## config.mk

```make
export PLATFORM = sky130hd
export DESIGN_NAME = insertion_sorter_flat
export DESIGN_NICKNAME = d
export VERILOG_FILES = /design/src/rtl/is_pkg.sv /design/src/rtl/is_in_if.sv /design/src/rtl/is_out_if.sv /design/src/rtl/is_ctrl.sv /design/src/rtl/is_dp.sv /design/src/rtl/insertion_sorter.sv /design/src/flat_wrapper.sv
export VERILOG_INCLUDE_DIRS = /design/src /design/src/rtl
export SDC_FILE = /design/constraint.sdc
export NUM_CORES = 2
export LEC_CHECK = 0
export BUFFER_PORTS_ARGS = -buffer_cell sky130_fd_sc_hd__buf_2
export CAP_MARGIN = 20
export CORE_UTILIZATION = 35
export CTS_CLUSTER_DIAMETER = 80
export CTS_CLUSTER_SIZE = 30
export DETAILED_ROUTE_END_ITERATION = 16
export SLEW_MARGIN = 20
export SYNTH_ARGS = -nofsm -noshare
export SYNTH_HDL_FRONTEND = slang
export SYNTH_SLANG_ARGS = --single-unit
```

## constraint.sdc

```tcl
create_clock -name clk -period 7.1 [get_ports clk]
set_input_delay 1.065 -clock clk [delete_from_list [all_inputs] [get_ports clk]]
set_output_delay 1.065 -clock clk [all_outputs]
set_load 0.01 [all_outputs]
```

## src/rtl/assert_macros.svh

```systemverilog
`ifndef ASSERT_MACROS_SVH
`define ASSERT_MACROS_SVH

// Same-cycle implication, checked on every rising edge outside reset.
`define AST_IMPL(lbl, ante, cons, msg) \
  lbl: assert property (@(posedge clk) disable iff (rst) (ante) |-> (cons)) \
    else $error(msg);

// Next-cycle implication, checked on every rising edge outside reset.
`define AST_NEXT(lbl, ante, cons, msg) \
  lbl: assert property (@(posedge clk) disable iff (rst) (ante) |=> (cons)) \
    else $error(msg);

`endif

```

## src/rtl/is_pkg.sv

```systemverilog
`timescale 1ns / 1ps

package is_pkg;

  localparam int VAL_W     = 32;
  localparam int POS_W     = 4;
  localparam int OUT_LIMIT = 16;
  localparam int RUN_W     = 5;

  typedef logic signed [VAL_W-1:0] value_t;
  typedef logic [POS_W-1:0]        pos_t;
  typedef logic [RUN_W-1:0]        run_t;

  // controller to datapath
  typedef struct packed {
    logic insert;
    logic shift;
    logic clear;
  } cmd_t;

  // datapath to controller
  typedef struct packed {
    run_t run_len;
    logic ovf;
  } status_t;

endpackage

```

## src/rtl/is_in_if.sv

```systemverilog
`timescale 1ns / 1ps

interface is_in_if import is_pkg::*; ();
  logic   valid;
  logic   ready;
  value_t value;
  logic   end_of_set;

  modport source (output valid, output value, output end_of_set, input ready);
  modport sink (input valid, input value, input end_of_set, output ready);
endinterface

```

## src/rtl/is_out_if.sv

```systemverilog
`timescale 1ns / 1ps

interface is_out_if import is_pkg::*; ();
  logic   valid;
  logic   ready;
  value_t sorted_value;
  pos_t   position;
  logic   last_of_run;
  logic   overflow;

  modport source (
    output valid, output sorted_value, output position, output last_of_run,
    output overflow, input ready
  );
  modport sink (
    input valid, input sorted_value, input position, input last_of_run,
    input overflow, output ready
  );
endinterface

```

## src/rtl/is_ctrl.sv

```systemverilog
`timescale 1ns / 1ps
`include "assert_macros.svh"

module is_ctrl import is_pkg::*; (
  input  logic    clk,
  input  logic    rst,
  input  logic    in_valid,
  input  logic    in_end,
  output logic    in_ready,
  output logic    out_valid,
  input  logic    out_ready,
  output pos_t    position,
  output logic    out_last,
  input  status_t status,
  output cmd_t    cmd
);

  typedef enum logic [0:0] {
    S_LOAD,
    S_EMIT
  } state_t;

  state_t state;
  run_t   idx;

  assign in_ready  = (state == S_LOAD);
  assign out_valid = (state == S_EMIT);
  assign out_last  = ((idx + run_t'(1)) == status.run_len);
  assign position  = idx[POS_W-1:0];

  assign cmd.insert = in_valid && in_ready;
  assign cmd.shift  = out_valid && out_ready;
  assign cmd.clear  = cmd.shift && out_last;

  always_ff @(posedge clk) begin
    if (rst) begin
      state <= S_LOAD;
      idx   <= '0;
    end else begin
      unique case (state)
        S_LOAD: begin
          idx <= '0;
          if (in_valid && in_end) begin
            state <= S_EMIT;
          end
        end
        S_EMIT: begin
          if (out_ready) begin
            if (out_last) begin
              state <= S_LOAD;
            end else begin
              idx <= idx + run_t'(1);
            end
          end
        end
        default: state <= S_LOAD;
      endcase
    end
  end

  `AST_IMPL(a_excl, 1'b1, !(in_ready && out_valid), "input and output open together")
  `AST_NEXT(a_emit, in_valid && in_ready && in_end, out_valid, "run not emitted after end")
  `AST_NEXT(a_pos, out_valid && out_ready && !out_last, position == $past(position) + pos_t'(1),
            "position did not advance")

endmodule

```

## src/rtl/is_dp.sv

```systemverilog
`timescale 1ns / 1ps
`include "assert_macros.svh"

module is_dp import is_pkg::*; #(
  parameter int DEPTH = 16
) (
  input  logic    clk,
  input  logic    rst,
  input  cmd_t    cmd,
  input  value_t  value,
  output value_t  head,
  output status_t status
);

  localparam int CNT_W = $clog2(DEPTH + 1);

  value_t             cells      [DEPTH];
  value_t             cells_next [DEPTH];
  logic [DEPTH-1:0]   gt;
  logic [CNT_W-1:0]   count;
  logic               dropped;
  logic               full;
  logic               over_limit;

  assign full       = (count == CNT_W'(DEPTH));
  assign over_limit = (int'(count) > OUT_LIMIT);
  assign head       = cells[0];

  assign status.run_len = over_limit ? run_t'(OUT_LIMIT) : run_t'(count);
  assign status.ovf     = dropped || over_limit;

  // Each cell compares against the new value; the row is sorted, so gt is a
  // thermometer and the value lands at the first cell that is greater.
  for (genvar i = 0; i < DEPTH; i++) begin : g_cell
    assign gt[i] = (CNT_W'(i) < count) && (cells[i] > value);
    if (i == 0) begin : g_first
      assign cells_next[i] = (gt[i] || (count == '0)) ? value : cells[i];
    end else begin : g_rest
      logic prev_gt;
      assign prev_gt = gt[i-1];
      assign cells_next[i] = prev_gt ? cells[i-1] :
                             ((gt[i] || (CNT_W'(i) == count)) ? value : cells[i]);
    end
  end

  always_ff @(posedge clk) begin
    if (cmd.insert && !full) begin
      cells <= cells_next;
    end else if (cmd.shift) begin
      // advance the run toward the head, one beat at a time
      for (int j = 0; j < DEPTH - 1; j++) begin
        cells[j] <= cells[j+1];
      end
    end
  end

  always_ff @(posedge clk) begin
    if (rst) begin
      count   <= '0;
      dropped <= 1'b0;
    end else if (cmd.clear) begin
      count   <= '0;
      dropped <= 1'b0;
    end else if (cmd.insert) begin
      if (full) begin
        dropped <= 1'b1;
      end else begin
        count <= count + CNT_W'(1);
      end
    end
  end

  `AST_IMPL(a_cnt, 1'b1, count <= CNT_W'(DEPTH), "entry count beyond depth")
  `AST_NEXT(a_drop, cmd.insert && full && !cmd.clear, dropped, "drop not flagged")
  `AST_NEXT(a_clr, cmd.clear, count == '0, "count not cleared after run")

endmodule

```

## src/rtl/insertion_sorter.sv

```systemverilog
`timescale 1ns / 1ps
// Insertion sorter: a row of DEPTH compare-and-shift cells.
// Load: one value accepted per cycle and placed in the row as it is taken.
// After an end-marked value, the first result appears on the next cycle and
// the run streams out at one beat per cycle while the receiver is ready,
// n beats for n entries (max 16). Input is held off while a run is emitted.
// Reset clears count, drop flag and control state, not the cell row.

module insertion_sorter import is_pkg::*; #(
  parameter int DEPTH = 16
) (
  input logic           clk,
  input logic           rst,
  is_in_if.sink         in_ch,
  is_out_if.source      out_ch
);

  cmd_t    cmd;
  status_t status;
  value_t  head;

  is_ctrl u_ctrl (
    .clk       (clk),
    .rst       (rst),
    .in_valid  (in_ch.valid),
    .in_end    (in_ch.end_of_set),
    .in_ready  (in_ch.ready),
    .out_valid (out_ch.valid),
    .out_ready (out_ch.ready),
    .position  (out_ch.position),
    .out_last  (out_ch.last_of_run),
    .status    (status),
    .cmd       (cmd)
  );

  is_dp #(
    .DEPTH (DEPTH)
  ) u_dp (
    .clk    (clk),
    .rst    (rst),
    .cmd    (cmd),
    .value  (in_ch.value),
    .head   (head),
    .status (status)
  );

  assign out_ch.sorted_value = head;
  assign out_ch.overflow     = status.ovf;

endmodule

```

## src/flat_wrapper.sv

```systemverilog
// flat-port wrapper written by rule: the top's interface ports become plain ports
module insertion_sorter_flat import is_pkg::*;
#(
  parameter int DEPTH = 16
)
  (clk, rst, in_ch_valid, in_ch_value, in_ch_end_of_set, in_ch_ready, out_ch_valid, out_ch_sorted_value, out_ch_position, out_ch_last_of_run, out_ch_overflow, out_ch_ready);
  is_in_if in_ch_i ();
  is_out_if out_ch_i ();
  input logic clk;
  input logic rst;
  input wire logic [$bits(in_ch_i.valid)-1:0] in_ch_valid;
  input wire logic [$bits(in_ch_i.value)-1:0] in_ch_value;
  input wire logic [$bits(in_ch_i.end_of_set)-1:0] in_ch_end_of_set;
  output wire logic [$bits(in_ch_i.ready)-1:0] in_ch_ready;
  output wire logic [$bits(out_ch_i.valid)-1:0] out_ch_valid;
  output wire logic [$bits(out_ch_i.sorted_value)-1:0] out_ch_sorted_value;
  output wire logic [$bits(out_ch_i.position)-1:0] out_ch_position;
  output wire logic [$bits(out_ch_i.last_of_run)-1:0] out_ch_last_of_run;
  output wire logic [$bits(out_ch_i.overflow)-1:0] out_ch_overflow;
  input wire logic [$bits(out_ch_i.ready)-1:0] out_ch_ready;
  assign in_ch_i.valid = in_ch_valid;
  assign in_ch_i.value = in_ch_value;
  assign in_ch_i.end_of_set = in_ch_end_of_set;
  assign in_ch_ready = in_ch_i.ready;
  assign out_ch_valid = out_ch_i.valid;
  assign out_ch_sorted_value = out_ch_i.sorted_value;
  assign out_ch_position = out_ch_i.position;
  assign out_ch_last_of_run = out_ch_i.last_of_run;
  assign out_ch_overflow = out_ch_i.overflow;
  assign out_ch_i.ready = out_ch_ready;
  insertion_sorter #(.DEPTH(DEPTH)) u_core (.clk(clk), .rst(rst), .in_ch(in_ch_i), .out_ch(out_ch_i));
endmodule
```

==> impl_metrics.yaml <==
run_status:
  outcome: "complete, but fails checks"
  violations: "DRC"
setup_path:
  worstPathMaxFanout: 34
  end_kind: "flop"
  start_kind: "input pin"
  crit_type: "input pin to flop"
  arrival_ps: 5820
  cp_slowest_stage_delay_ps: 710
  path_cells: "buf_2, inv_1, ha_1, nand4_1, nor3_1, and3_1, nor3b_1, a21o_1, a31o_2, buf_4, a211oi_1, a21oi_4, buf_16"
  required_ps: 7420
  slowest_stage: "nor3_1"
sta:
  clock.fmax_mhz: 182.0
  hold_violations: 0
  period_needed_ps: 5495
  max_slew_margin_pct: 26.66
  skew_ps: 43.49
  worst_slew_pin_slew_ps: 1096
  grt_setup_unrepaired: "no"
  hold_ws_ps: 482.7
  setup_tns_ps: 0
  finalSetupViolCount: 0
  finalMaxSlewViolations: 0
  layout_setup_ws_ps: 1605
  period_share_pct: 77.39
global_routing:
  grt_usage_pct: 21.12
  grt_max_degree: 220
  grt_pass1_wl_um: 177400
  antenna_found_initial: 11
  overflow: 0
  grt_pass1_vias: 28410
place:
  post-dp-hpwl_um: 88760
  dp_worst_setup_slack_ps: 1102
  io_buffers: 76
  gp_congestion: 0.9021
  placed_cells: 4841
  place_area_mm2: 0.03945
pwr:
  total_power_mw: 8.402
  power_leakage_nw: 16.92
  power_density_mw_per_mm2: 206.3
  peakVddDrop_mv: 0.1535
cells_and_area:
  final_cell_area_mm2: 0.04074
  fillers: 10340
  drive_above_1_share_pct: 8.186
  instances_no_fill: 4913
  fin_util_pct: 38.54
  syn_to_final_growth_pct: 8.599
  fin_nets: 4043
cts:
  clk_latency_ps: 630
  cts_root_buf: "clkbuf_16"
  cts.path.max_buffers: 3
  clock_sinks: 524
  cts_setup_buffers: 0
  htree_levels: 2
  cts_tree: "built"
  clk_pin_slew_ps: 80
  cts_resized: 0
  hold_buffers: 0
  numCtsBuffers: 38
detailed_routing:
  drt-pass1-iter-count: 12
  route.detailed.drc: 5
  dr.first_iter.drc_count: 3021
  ant_nets: 0
  vias: 29650
  avgViaCountPerCell: 6.034
  wirelength_um: 117400
  wl_per_cell_um: 23.89
synth:
  synth_top_cell_by_area: "edfxtp_1"
  synth.cell_area_mm2: 0.03751
  synth_cells: 3553
  yosysTopAreaCellShare_pct: 40.98
  ys_types: 64
  synth_ff_type: "edfxtp_1"
  synth_seq_area_share_pct: 41.62
  synth_nets: 4106
  ys_seq_elements: 524
  ys_warn_count: 0
  synth-edff-count: 512
  synth_area_per_cell_um2: 10.56
  yosys-top-cells-area: "edfxtp_1, ha_1, a221o_1"
  synthArstFlopShare_pct: 0
floorplanning:
  dieArea_mm2: 0.1085
  die_width_um: 329.4
  io_pins: 77
  initial_utilization_pct: 35.49
  core_mm2: 0.1057
  fp.dieH_um: 329.4
  fp-row-count: 119
flow_run:
  maxCapViolations: 0
worst_hold_path:
  worstHoldPathType: "flop to flop"
area by class of cell:
| cell class | instances | area (µm²) | area share [%] |
|---|---|---|---|
| clock buffers | 47 | 1049 | 2.574 |
| inverters | 65 | 244.0 | 0.5989 |
| repair buffers | 159 | 1086 | 2.666 |
| clock inverters | 21 | 230.2 | 0.5651 |
| multi-input cells | 2702 | 20760 | 50.97 |
| flip-flops and latches | 524 | 15620 | 38.33 |
| well taps | 1391 | 1740 | 4.272 |
| diodes | 4 | 10.01 | 0.02457 |
registers in the layout (all words and copies together), names as in the netlist:
name	flops
u_core.u_ctrl.idx	5
u_core.u_ctrl.out_valid	1
u_core.u_dp.cells	480
u_core.u_dp.count	5
u_core.u_dp.dropped	1
u_core.u_dp.head	32
layer usage:
layer | vias to the layer above | global-route usage [%] | wire [µm] | share of wire (%)
li1 | 13880 | - | - | -
met1 | 14600 | 28.75 | 52130 | 44
met2 | 966 | 34.57 | 54330 | 46
met3 | 191 | 2.626 | 7101 | 6.0
met4 | 14 | 7.075 | 3744 | 3.2
met5 | - | 0 | 87 | 0.074
Yosys cell counts (all sizes together) (8+ instances only):
| cell | n |
|---|---|
| nor2 | 76 |
| dfxtp | 12 |
| edfxtp | 512 |
| nand2 | 360 |
| inv | 65 |
| a21o | 140 |
| buf | 105 |
| a221oi | 11 |
| clkbuf | 157 |
| o211ai | 17 |
| nand4 | 111 |
| xor2 | 11 |
| o21a | 9 |
| nand2b | 8 |
| a22o | 124 |
| ha | 516 |
| and2 | 35 |
| a211oi | 14 |
| nor4 | 64 |
| a22oi | 34 |
| a221o | 149 |
| a31oi | 18 |
| nor3 | 79 |
| nor2b | 16 |
| a21oi | 231 |
| a211o | 41 |
| mux2 | 33 |
| nand3 | 62 |
| mux2i | 130 |
| o21ai | 265 |
| and3 | 74 |
logic make-up after synthesis:
logic type / synth area share, %
simple gates: 11.94
xor+xnor: 0.4569
compound gates: 20.30
mux: 4.493
buf+inv: 3.969
flops: 41.62
fa+ha+maj: 17.21
worst paths after layout:
path | start | to | slack (ps) | depth (start not counted)
max | in_ch_value[31] | u_core.u_dp.cells[401] | 1610 | 13
max reg2reg | u_core.u_dp.cells[447] | u_core.u_dp.cells[401] | 2520 | 11
min reg2reg | u_core.u_dp.dropped | u_core.u_dp.dropped | 480 | 2
min | u_core.u_dp.dropped | u_core.u_dp.dropped | 480 | 2
layout by cell type, fill, tap and decap left out, types with 14 or more instances in the layout:
cell type and n:
and2_1 33, nand2_1 360, nor4_1 64, nand3_1 62
a211o_1 41, edfxtp_1 512, a21oi_1 225, clkbuf_16 41
and3_1 72, buf_4 77, o211ai_1 17, nor2_1 72
a21o_1 140, mux2i_1 129, a211oi_1 14, nand4_1 111
nor3_1 78, nor2b_1 16, o21ai_0 259, a221o_1 149
buf_2 76, mux2_2 32, ha_1 516, a22oi_1 34
a22o_1 124, inv_1 65
critical path: cells and delay by family:
family / cells / cell delay, ps
adder cells (fa/ha/maj): 1 / 580
AND/OR/NAND/NOR: 4 / 1570
AO/OA/AOI/OAI: 4 / 1220
buffers and inverters: 4 / 1350
report_power, final:
group	switching, mW	internal, mW
clock network	1.32	1.12
logic	1.16	0.749
registers	0.282	3.78
total	2.75	5.65
(Power assumes the default switching activity.)
